**src/hw/rtl/stepper_move_controller_unit_macros.svh**
```systemverilog
// ----------------------------------------------------------------------------
// Stepper move controller assertion macros
// Concurrent assertion wrappers, empty when SYNTHESIS is defined.
// ----------------------------------------------------------------------------
`ifndef STEPPER_MOVE_CONTROLLER_UNIT_MACROS_SVH
`define STEPPER_MOVE_CONTROLLER_UNIT_MACROS_SVH

`ifndef SYNTHESIS

`define SMC_ASSERT_NOW(lbl, clk, rst_n, ante, cons) \
	lbl: assert property (@(posedge clk) disable iff (!rst_n) (ante) |-> (cons)) \
		else $error("%m: assertion failed");

`define SMC_ASSERT_NEXT(lbl, clk, rst_n, ante, cons) \
	lbl: assert property (@(posedge clk) disable iff (!rst_n) (ante) |=> (cons)) \
		else $error("%m: assertion failed");

`else

`define SMC_ASSERT_NOW(lbl, clk, rst_n, ante, cons)

`define SMC_ASSERT_NEXT(lbl, clk, rst_n, ante, cons)

`endif

`endif

```
**src/hw/rtl/smc_pkg.sv**
```systemverilog
// ----------------------------------------------------------------------------
// Stepper move controller package
// Payload types, command kinds, register indexes and reset constants.
// ----------------------------------------------------------------------------
`default_nettype none

package smc_pkg;

	localparam int POSITION_BITS = 32;
	localparam int TICKS_W       = 48;
	localparam int STABLE_W      = 24;
	localparam int CFG_IDX_W     = 2;
	localparam int CFG_DATA_W    = 32;

	localparam logic [2:0] KIND_TICK  = 3'd0;
	localparam logic [2:0] KIND_GOTO  = 3'd1;
	localparam logic [2:0] KIND_MOVE  = 3'd2;
	localparam logic [2:0] KIND_DWELL = 3'd3;
	localparam logic [2:0] KIND_ABORT = 3'd4;
	localparam logic [2:0] KIND_STEP  = 3'd5;

	localparam logic [CFG_IDX_W-1:0] REG_DEBOUNCE     = 2'd0;
	localparam logic [CFG_IDX_W-1:0] REG_TIMEOUT      = 2'd1;
	localparam logic [CFG_IDX_W-1:0] REG_ACTIVE_LEVEL = 2'd2;

	localparam logic [STABLE_W-1:0] DEBOUNCE_RESET     = 24'd10000;
	localparam logic [31:0]         TIMEOUT_RESET      = 32'(1000000 * 30);
	localparam logic                ACTIVE_LEVEL_RESET = 1'b0;
	localparam logic [STABLE_W-1:0] STABLE_MAX         = '1;

	typedef struct packed {
		logic [2:0]         kind;
		logic signed [31:0] angle;
		logic [15:0]        rate;
		logic signed [31:0] wait_count;
		logic [15:0]        wait_unit;
		logic               endstop_a_level;
		logic               endstop_b_level;
	} smc_in_t;

	typedef struct packed {
		logic [15:0]        step_rate;
		logic               direction_positive;
		logic               busy_res;
		logic signed [31:0] position;
		logic               endstop_active;
		logic               timed_out;
		logic               rejected;
	} smc_out_t;

	typedef struct packed {
		logic [STABLE_W-1:0] debounce_ticks;
		logic [31:0]         timeout_ticks;
		logic                endstop_active_level;
	} smc_cfg_t;

	typedef struct packed {
		logic engaged;
		logic engaged_nxt;
	} smc_deb_t;

endpackage

`default_nettype wire

```
**src/hw/rtl/stepper_move_controller_unit.sv**
```systemverilog
// ----------------------------------------------------------------------------
// Stepper move controller unit
// Single-axis stepper position controller with debounced endstops,
// command timeout and dwell.
// ----------------------------------------------------------------------------
// One transaction per clock while the output is not stalled: every input
// transaction is registered (stage 1), the axis state is updated in a single
// combinational pass in the core, and the result is registered (stage 2) when
// the stage 1 item fires. The rate is set by that single-pass state update;
// the input side stalls only while a finished result is held by a stalled
// output. Configuration writes are taken every cycle (ready is always high)
// and are meant to happen while the unit is idle.
`default_nettype none

module stepper_move_controller_unit #(
	parameter int POSITION_BITS = smc_pkg::POSITION_BITS
) (
	input  wire logic                             clk,
	input  wire logic                             arst_n,
	input  wire logic                             in_valid,
	output logic                                  in_stall,
	input  wire smc_pkg::smc_in_t                 in_data,
	output logic                                  out_valid,
	input  wire logic                             out_stall,
	output smc_pkg::smc_out_t                     out_data,
	input  wire logic                             cfg_valid,
	output logic                                  cfg_ready,
	input  wire logic [smc_pkg::CFG_IDX_W-1:0]    cfg_index,
	input  wire logic [smc_pkg::CFG_DATA_W-1:0]   cfg_data
);

	smc_pkg::smc_cfg_t cfg_q;

	logic              valid_s1;
	smc_pkg::smc_in_t  item_s1;
	logic              valid_s2;
	smc_pkg::smc_out_t result_s2;

	logic              advance;
	logic              fire;
	logic              accept;
	smc_pkg::smc_out_t res;

	assign cfg_ready = 1'b1;

	always_ff @(posedge clk or negedge arst_n) begin
		if (!arst_n) begin
			cfg_q.debounce_ticks       <= smc_pkg::DEBOUNCE_RESET;
			cfg_q.timeout_ticks        <= smc_pkg::TIMEOUT_RESET;
			cfg_q.endstop_active_level <= smc_pkg::ACTIVE_LEVEL_RESET;
		end else if (cfg_valid && cfg_ready) begin
			case (cfg_index)
				smc_pkg::REG_DEBOUNCE: begin
					cfg_q.debounce_ticks <= cfg_data[smc_pkg::STABLE_W-1:0];
				end
				smc_pkg::REG_TIMEOUT: begin
					cfg_q.timeout_ticks <= cfg_data[31:0];
				end
				smc_pkg::REG_ACTIVE_LEVEL: begin
					cfg_q.endstop_active_level <= cfg_data[0];
				end
				default: begin
				end
			endcase
		end
	end

	assign advance  = !valid_s2 || !out_stall;
	assign fire     = valid_s1 && advance;
	assign in_stall = valid_s1 && !advance;
	assign accept   = in_valid && !in_stall;

	always_ff @(posedge clk or negedge arst_n) begin
		if (!arst_n) begin
			valid_s1 <= 1'b0;
			valid_s2 <= 1'b0;
		end else begin
			valid_s1 <= accept || (valid_s1 && !advance);
			valid_s2 <= fire || (valid_s2 && out_stall);
		end
	end

	always_ff @(posedge clk) begin
		if (accept) begin
			item_s1 <= in_data;
		end
		if (fire) begin
			result_s2 <= res;
		end
	end

	smc_core #(
		.POS_W (POSITION_BITS)
	) u_core (
		.clk    (clk),
		.arst_n (arst_n),
		.fire   (fire),
		.item   (item_s1),
		.cfg    (cfg_q),
		.res    (res)
	);

	assign out_valid = valid_s2;
	assign out_data  = result_s2;

endmodule

`default_nettype wire

```
**src/hw/rtl/smc_debounce.sv**
```systemverilog
// ----------------------------------------------------------------------------
// Endstop debouncer
// Accepts a new endstop level once it has been stable longer than the
// programmed debounce time, counted in ticks.
// ----------------------------------------------------------------------------
`default_nettype none

module smc_debounce (
	input  wire logic                          clk,
	input  wire logic                          arst_n,
	input  wire logic                          tick,
	input  wire logic                          level,
	input  wire logic [smc_pkg::STABLE_W-1:0]  debounce_ticks,
	input  wire logic                          active_level,
	output smc_pkg::smc_deb_t                  st
);

	logic                         changed_q, changed_n;
	logic                         last_q, last_n;
	logic [smc_pkg::STABLE_W-1:0] stable_q, stable_n;
	logic                         engaged_q, engaged_n;

	always_comb begin
		changed_n = changed_q;
		last_n    = last_q;
		stable_n  = stable_q;
		engaged_n = engaged_q;
		if (tick) begin
			if (level != last_q) begin
				changed_n = 1'b1;
				last_n    = level;
				stable_n  = '0;
			end else if (stable_q != smc_pkg::STABLE_MAX) begin
				stable_n = stable_q + 1'b1;
			end
			if (changed_n && (stable_n > debounce_ticks)) begin
				changed_n = 1'b0;
				engaged_n = (level == active_level);
			end
		end
	end

	always_ff @(posedge clk or negedge arst_n) begin
		if (!arst_n) begin
			changed_q <= 1'b1;
			last_q    <= 1'b1;
			stable_q  <= '0;
			engaged_q <= 1'b0;
		end else begin
			changed_q <= changed_n;
			last_q    <= last_n;
			stable_q  <= stable_n;
			engaged_q <= engaged_n;
		end
	end

	assign st.engaged     = engaged_q;
	assign st.engaged_nxt = engaged_n;

endmodule

`default_nettype wire

```
**src/hw/rtl/smc_core.sv**
```systemverilog
// ----------------------------------------------------------------------------
// Stepper move controller core
// Axis state and the single-pass update for one transaction: commands,
// deadline countdown, step pulses and both endstop debouncers.
// ----------------------------------------------------------------------------
`default_nettype none

`include "stepper_move_controller_unit_macros.svh"

module smc_core #(
	parameter int POS_W = smc_pkg::POSITION_BITS
) (
	input  wire logic              clk,
	input  wire logic              arst_n,
	input  wire logic              fire,
	input  wire smc_pkg::smc_in_t  item,
	input  wire smc_pkg::smc_cfg_t cfg,
	output smc_pkg::smc_out_t      res
);

	localparam int TW = smc_pkg::TICKS_W;

	logic [POS_W-1:0] pos_q, pos_d;
	logic [POS_W-1:0] tgt_q, tgt_d;
	logic             finished_q, finished_d;
	logic             dwelling_q, dwelling_d;
	logic             dir_q, dir_d;
	logic [TW-1:0]    rem_q, rem_d;
	logic [15:0]      rate_q, rate_d;

	logic             tick;
	logic             engaged_pre;
	logic [POS_W-1:0] ang;
	logic [POS_W-1:0] motion_tgt;
	logic [31:0]      mag;
	logic [TW-1:0]    dwell_ticks;
	logic [TW-1:0]    rem_dec;
	logic             start;
	logic             timed_out;
	logic             rejected;

	smc_pkg::smc_deb_t deb_a, deb_b;

	assign tick = fire && (item.kind == smc_pkg::KIND_TICK);

	smc_debounce u_deb_a (
		.clk            (clk),
		.arst_n         (arst_n),
		.tick           (tick),
		.level          (item.endstop_a_level),
		.debounce_ticks (cfg.debounce_ticks),
		.active_level   (cfg.endstop_active_level),
		.st             (deb_a)
	);

	smc_debounce u_deb_b (
		.clk            (clk),
		.arst_n         (arst_n),
		.tick           (tick),
		.level          (item.endstop_b_level),
		.debounce_ticks (cfg.debounce_ticks),
		.active_level   (cfg.endstop_active_level),
		.st             (deb_b)
	);

	assign engaged_pre = deb_a.engaged | deb_b.engaged;
	assign ang         = POS_W'(item.angle);
	assign motion_tgt  = (item.kind == smc_pkg::KIND_GOTO) ? ang : (pos_q + ang);
	assign mag         = item.wait_count[31] ? (32'd0 - 32'(item.wait_count))
	                                         : 32'(item.wait_count);
	assign dwell_ticks = TW'(mag) * TW'(item.wait_unit);
	assign rem_dec     = (rem_q != '0) ? (rem_q - 1'b1) : rem_q;

	always_comb begin
		pos_d      = pos_q;
		tgt_d      = tgt_q;
		finished_d = finished_q;
		dwelling_d = dwelling_q;
		dir_d      = dir_q;
		rem_d      = rem_q;
		rate_d     = rate_q;
		start      = 1'b0;
		timed_out  = 1'b0;
		rejected   = 1'b0;
		case (item.kind)
			smc_pkg::KIND_TICK: begin
				if (!finished_q) begin
					rem_d = rem_dec;
					if (rem_dec == '0) begin
						timed_out  = !dwelling_q;
						rate_d     = '0;
						finished_d = 1'b1;
					end
				end
			end
			smc_pkg::KIND_GOTO: begin
				if (engaged_pre) begin
					rejected = 1'b1;
				end else begin
					if ($signed(pos_q) > $signed(ang)) begin
						dir_d = 1'b0;
					end else if ($signed(pos_q) < $signed(ang)) begin
						dir_d = 1'b1;
					end
					start = 1'b1;
				end
			end
			smc_pkg::KIND_MOVE: begin
				if (engaged_pre) begin
					rejected = 1'b1;
				end else begin
					dir_d = ($signed(ang) > $signed(POS_W'(0)));
					start = 1'b1;
				end
			end
			smc_pkg::KIND_DWELL: begin
				if (engaged_pre) begin
					rejected = 1'b1;
				end else begin
					dwelling_d = 1'b1;
					rem_d      = dwell_ticks;
					finished_d = 1'b0;
					rate_d     = '0;
				end
			end
			smc_pkg::KIND_ABORT: begin
				rate_d     = '0;
				finished_d = 1'b1;
			end
			smc_pkg::KIND_STEP: begin
				pos_d = dir_q ? (pos_q + 1'b1) : (pos_q - 1'b1);
				if ((pos_d == tgt_q) || engaged_pre) begin
					rate_d     = '0;
					finished_d = 1'b1;
				end
			end
			default: begin
			end
		endcase
		if (start) begin
			dwelling_d = 1'b0;
			if (motion_tgt != pos_q) begin
				tgt_d      = motion_tgt;
				rem_d      = TW'(cfg.timeout_ticks);
				finished_d = 1'b0;
				rate_d     = item.rate;
			end else begin
				rate_d     = '0;
				finished_d = 1'b1;
			end
		end
	end

	always_ff @(posedge clk or negedge arst_n) begin
		if (!arst_n) begin
			pos_q      <= '0;
			tgt_q      <= '0;
			finished_q <= 1'b1;
			dwelling_q <= 1'b0;
			dir_q      <= 1'b0;
			rem_q      <= '0;
			rate_q     <= '0;
		end else if (fire) begin
			pos_q      <= pos_d;
			tgt_q      <= tgt_d;
			finished_q <= finished_d;
			dwelling_q <= dwelling_d;
			dir_q      <= dir_d;
			rem_q      <= rem_d;
			rate_q     <= rate_d;
		end
	end

	assign res.step_rate          = rate_d;
	assign res.direction_positive = dir_d;
	assign res.busy_res           = !finished_d;
	assign res.position           = 32'(signed'(pos_d));
	assign res.endstop_active     = deb_a.engaged_nxt | deb_b.engaged_nxt;
	assign res.timed_out          = timed_out;
	assign res.rejected           = rejected;

	`SMC_ASSERT_NOW(a_idle_no_rate, clk, arst_n, finished_q, rate_q == '0)
	`SMC_ASSERT_NOW(a_dwell_no_rate, clk, arst_n, dwelling_q, rate_q == '0)
	`SMC_ASSERT_NOW(a_timeout_tick_only, clk, arst_n, timed_out, (item.kind == smc_pkg::KIND_TICK) && !rejected)
	`SMC_ASSERT_NEXT(a_reject_holds_axis, clk, arst_n, fire && rejected, $stable(pos_q) && $stable(tgt_q) && $stable(rem_q))

endmodule

`default_nettype wire

```
**config.mk**
```make
export PLATFORM = sky130hd
export DESIGN_NAME = stepper_move_controller_unit
export DESIGN_NICKNAME = d
export VERILOG_FILES = /design/src/hw/rtl/smc_pkg.sv /design/src/hw/rtl/stepper_move_controller_unit.sv /design/src/hw/rtl/smc_debounce.sv /design/src/hw/rtl/smc_core.sv
export VERILOG_INCLUDE_DIRS = /design/src /design/src/hw/rtl
export SDC_FILE = /design/constraint.sdc
export NUM_CORES = 2
export LEC_CHECK = 0
export CORE_ASPECT_RATIO = 1.1
export CORE_MARGIN = 1
export CORE_UTILIZATION = 65
export DETAILED_ROUTE_END_ITERATION = 8
export DONT_BUFFER_PORTS = 1
export HOLD_SLACK_MARGIN = 0.15
export MAX_ROUTING_LAYER = met4
export PLACE_DENSITY = 0.9
export RECOVER_POWER = 50
export SKIP_LAST_GASP = 1
export SYNTH_ARGS = -nofsm -noshare
export SYNTH_HDL_FRONTEND = slang
export SYNTH_HIERARCHICAL = 1
export SYNTH_SLANG_ARGS = --single-unit
export TNS_END_PERCENT = 100
```
**constraint.sdc**
```tcl
create_clock -name clk -period 20.8 [get_ports clk]
set_clock_uncertainty 0.05 [all_clocks]
set_input_delay 3.12 -clock clk [delete_from_list [all_inputs] [get_ports clk]]
set_output_delay 3.12 -clock clk [all_outputs]
set_load 0.05 [all_outputs]
```
==> impl_metrics.yaml <==
status:
  status: "finished, violations left"
  violations: "max-capacitance violations, max-slew violations"
clocking:
  cts_tree: "built"
  holdBufCountCts: 0
  insertion_delay_ns: 0.63
  htree_levels: 2
  clk_pin_slew_ns: 0.07
  cts_inserted_buffers: 46
  cts_root_buf: "clkbuf_16"
  clockBufferDepth: 3
  cts_resized: 0
  cts_sinks: 398
  post-cts-setup-buffers: 0
sta:
  fin_tns_setup_ns: 0
  fin_crit_sh_pct: 51.7
  finalSetupViolations: 0
  post-route-min-period_ns: 10.76
  relSlewSlack_pct: -162
  whs_ns: 0.443
  rsz0062_at_grt: "false"
  fin_ws_ns: 10.04
  tightestPinTransition_ns: 3.94
  maxSlewViolCount: 157
  max_freq_mhz: 93.0
  hold_viol: 0
routing:
  ant_nets: 0
  viasPerCell: 6.50
  vias: 37300
  drtIter0Drc: 4101
  routed_wl_mm: 128
  dr.pass1.iters: 7
  drc_errors: 0
  wl_per_cell_um: 22.3
worst_setup_path:
  regToRegStartpoint: "item_s1[20]"
  cpMostUsedCell: "fa_1"
  cp_max_fo: 16
  crit_required_ns: 21.11
  critical_path.slowest_cell: "or4_1"
  cp_top_family: "simple AND/OR/NAND/NOR gates"
  r2r_cells: 34
  r2r_setup_slack_ns: 10.04
  worstReg2RegEnd: "u_core/rem_q[37]"
  cp_num_buf_inv: 4
  critical_path_arrival_ns: 11.07
  crit_path_end_kind: "flop"
  cp-start-kind: "flop"
  critPathKind: "flop to flop"
  cpPeakStageDelay_ns: 0.62
global_routing:
  grt_pass1_vias: 38000
  overflow: 0
  antenna_found_initial: 10
  grt_use_total_pct: 38.2
  grt_pass1_wl_mm: 205
  grt_max_degree: 245
worst_hold_path:
  min_to: "u_core/rate_q[8]"
  hold_depth: 1
  hold_path_class: "flop to flop"
  min_from: "u_core/rate_q[8]"
synthesis:
  yosysWarnings: 6
  ys_ff_latch: 398
  synthCells: 4936
  yosysSeqAreaShare_pct: 24.2
  synth_top_flop_cell: "dfrtp_1"
  ys_top_cells_by_count: "inv_1 (602), nand2_1 (601), fa_1 (420), ha_1 (266), o21ai_0 (246)"
  synth.avg_cell_area_um2: 9.01
  synth_cell_type_count: 108
  synth_enable_flop_cells: 154
  synth_area_leader_cell: "fa_1"
  synth.area.top_cells: "fa_1 (19%), dfrtp_1 (13%), edfxtp_1 (10%)"
  syn-cell-area_um2: 44500
  synth.top_cell.area_share_pct: 18.9
  async_reset_ff_share_pct: 61.3
  synth.most_common_cell: "inv_1"
  synth.net_count: 5762
floorplanning:
  num_io_pins: 196
  rows: 100
  core_area_um2: 67700
  die_y_um: 276
  die_area_um2: 69500
  start_util_pct: 65.7
  die_w_um: 251
cells_and_area:
  areaGrowthSynthToFinish_pct: 4.94
  nFillCells: 4967
  design_area_um2: 46700
  final_nets: 5595
  seq_area_um2: 10800
  multiInputGateArea_um2: 30400
  drive_gt1_share_pct: 6.78
placement:
  numPortBuffers: 0
  place_area_um2: 45100
  dp_slack_ns: 10.39
  place_congestion: 1.02
  place_hpwl_mm: 95.4
job:
  drv_cap: 3
-- logic make-up after synthesis --
family,share of synthesized area [%]
buffers and inverters,7.71
adder cells (fa/ha/maj),26.4
AO/OA/AOI/OAI,14.4
XOR/XNOR,5.71
AND/OR/NAND/NOR,18.1
other,0.00843
flip-flops,24.2
multiplexers,3.51
-- layout make-up --
class | count | share of cell area (%)
inverters | 602 | 4.84
multi-input cells | 3656 | 65.1
diodes | 10 | 0.0536
well taps | 918 | 2.46
clock buffers | 51 | 2.55
repair buffers | 65 | 1.03
flip-flops and latches | 398 | 23.0
clock inverters | 35 | 0.922
-- worst max path at each step --
stage	from	to	depth (start not counted)
2_1_floorplan	out_stall	out_data[2]	13
3_5_place_dp	item_s1[20]	u_core/rem_q[43]	34
5_1_grt	item_s1[20]	u_core/rem_q[37]	34
4_1_cts	item_s1[20]	u_core/rem_q[37]	34
6_report	item_s1[20]	u_core/rem_q[37]	34
3_3_place_gp	item_s1[20]	u_core/rem_q[43]	34
-- worst register-to-register path, delay by kind of cell, from the launching register on --
family,cells,cell delay (ns)
flops,1,0.48
fa+ha+maj,7,3.34
buf+inv,4,0.41
xor+xnor,1,0.17
compound gates,9,2.37
simple gates,13,3.67
-- placed cells by master, fill, tap and decap left out, drive strengths merged, types with 59 or more instances in the layout --
cell | netlist | final
nor3 | 96 | 96
nand4 | 65 | 65
xor2 | 106 | 106
ha | 266 | 266
nor2 | 219 | 219
o31ai | 59 | 59
o21ai | 253 | 253
nand3 | 98 | 98
buf | 41 | 63
and2 | 227 | 227
edfxtp | 154 | 154
mux2 | 119 | 119
fa | 420 | 420
a21oi | 219 | 219
inv | 602 | 608
dfrtp | 224 | 224
xnor2 | 148 | 148
nand2 | 602 | 602
-- registers in the layout (all words and copies together) (netlist names), 16 cells and up --
| register | count |
|---|---|
| u_core/tgt_q | 32 |
| u_core/u_deb_a/stable_q | 24 |
| cfg_q | 57 |
| u_core/rem_q | 48 |
| u_core/pos_q | 32 |
| u_core/u_deb_b/stable_q | 24 |
| item_s1 | 101 |
| u_core/rate_q | 16 |
| out_data | 53 |
-- per-stage QoR --
| stage | util [%] | cells |
|---|---|---|
| 3_3_place_gp | 66.6 | 5639 |
| 3_5_place_dp | 66.6 | 5639 |
| 2_1_floorplan | - | 4936 |
| 5_1_grt | 69.0 | 5733 |
| 4_1_cts | 69.0 | 5725 |
| 6_report | 69.0 | 5735 |
-- routing by layer --
metal	GRT usage, %	vias to the layer above	wire length [um]
li1	-	16500	-
met1	47.0	18200	48200
met2	60.8	2158	60600
met3	7.46	478	12300
met4	18.0	0	6820
met5	-	-	0
Power is left out: the tool's default activity adds up to more than one toggle a clock period on the data nets, which glitch-free logic cannot reach.
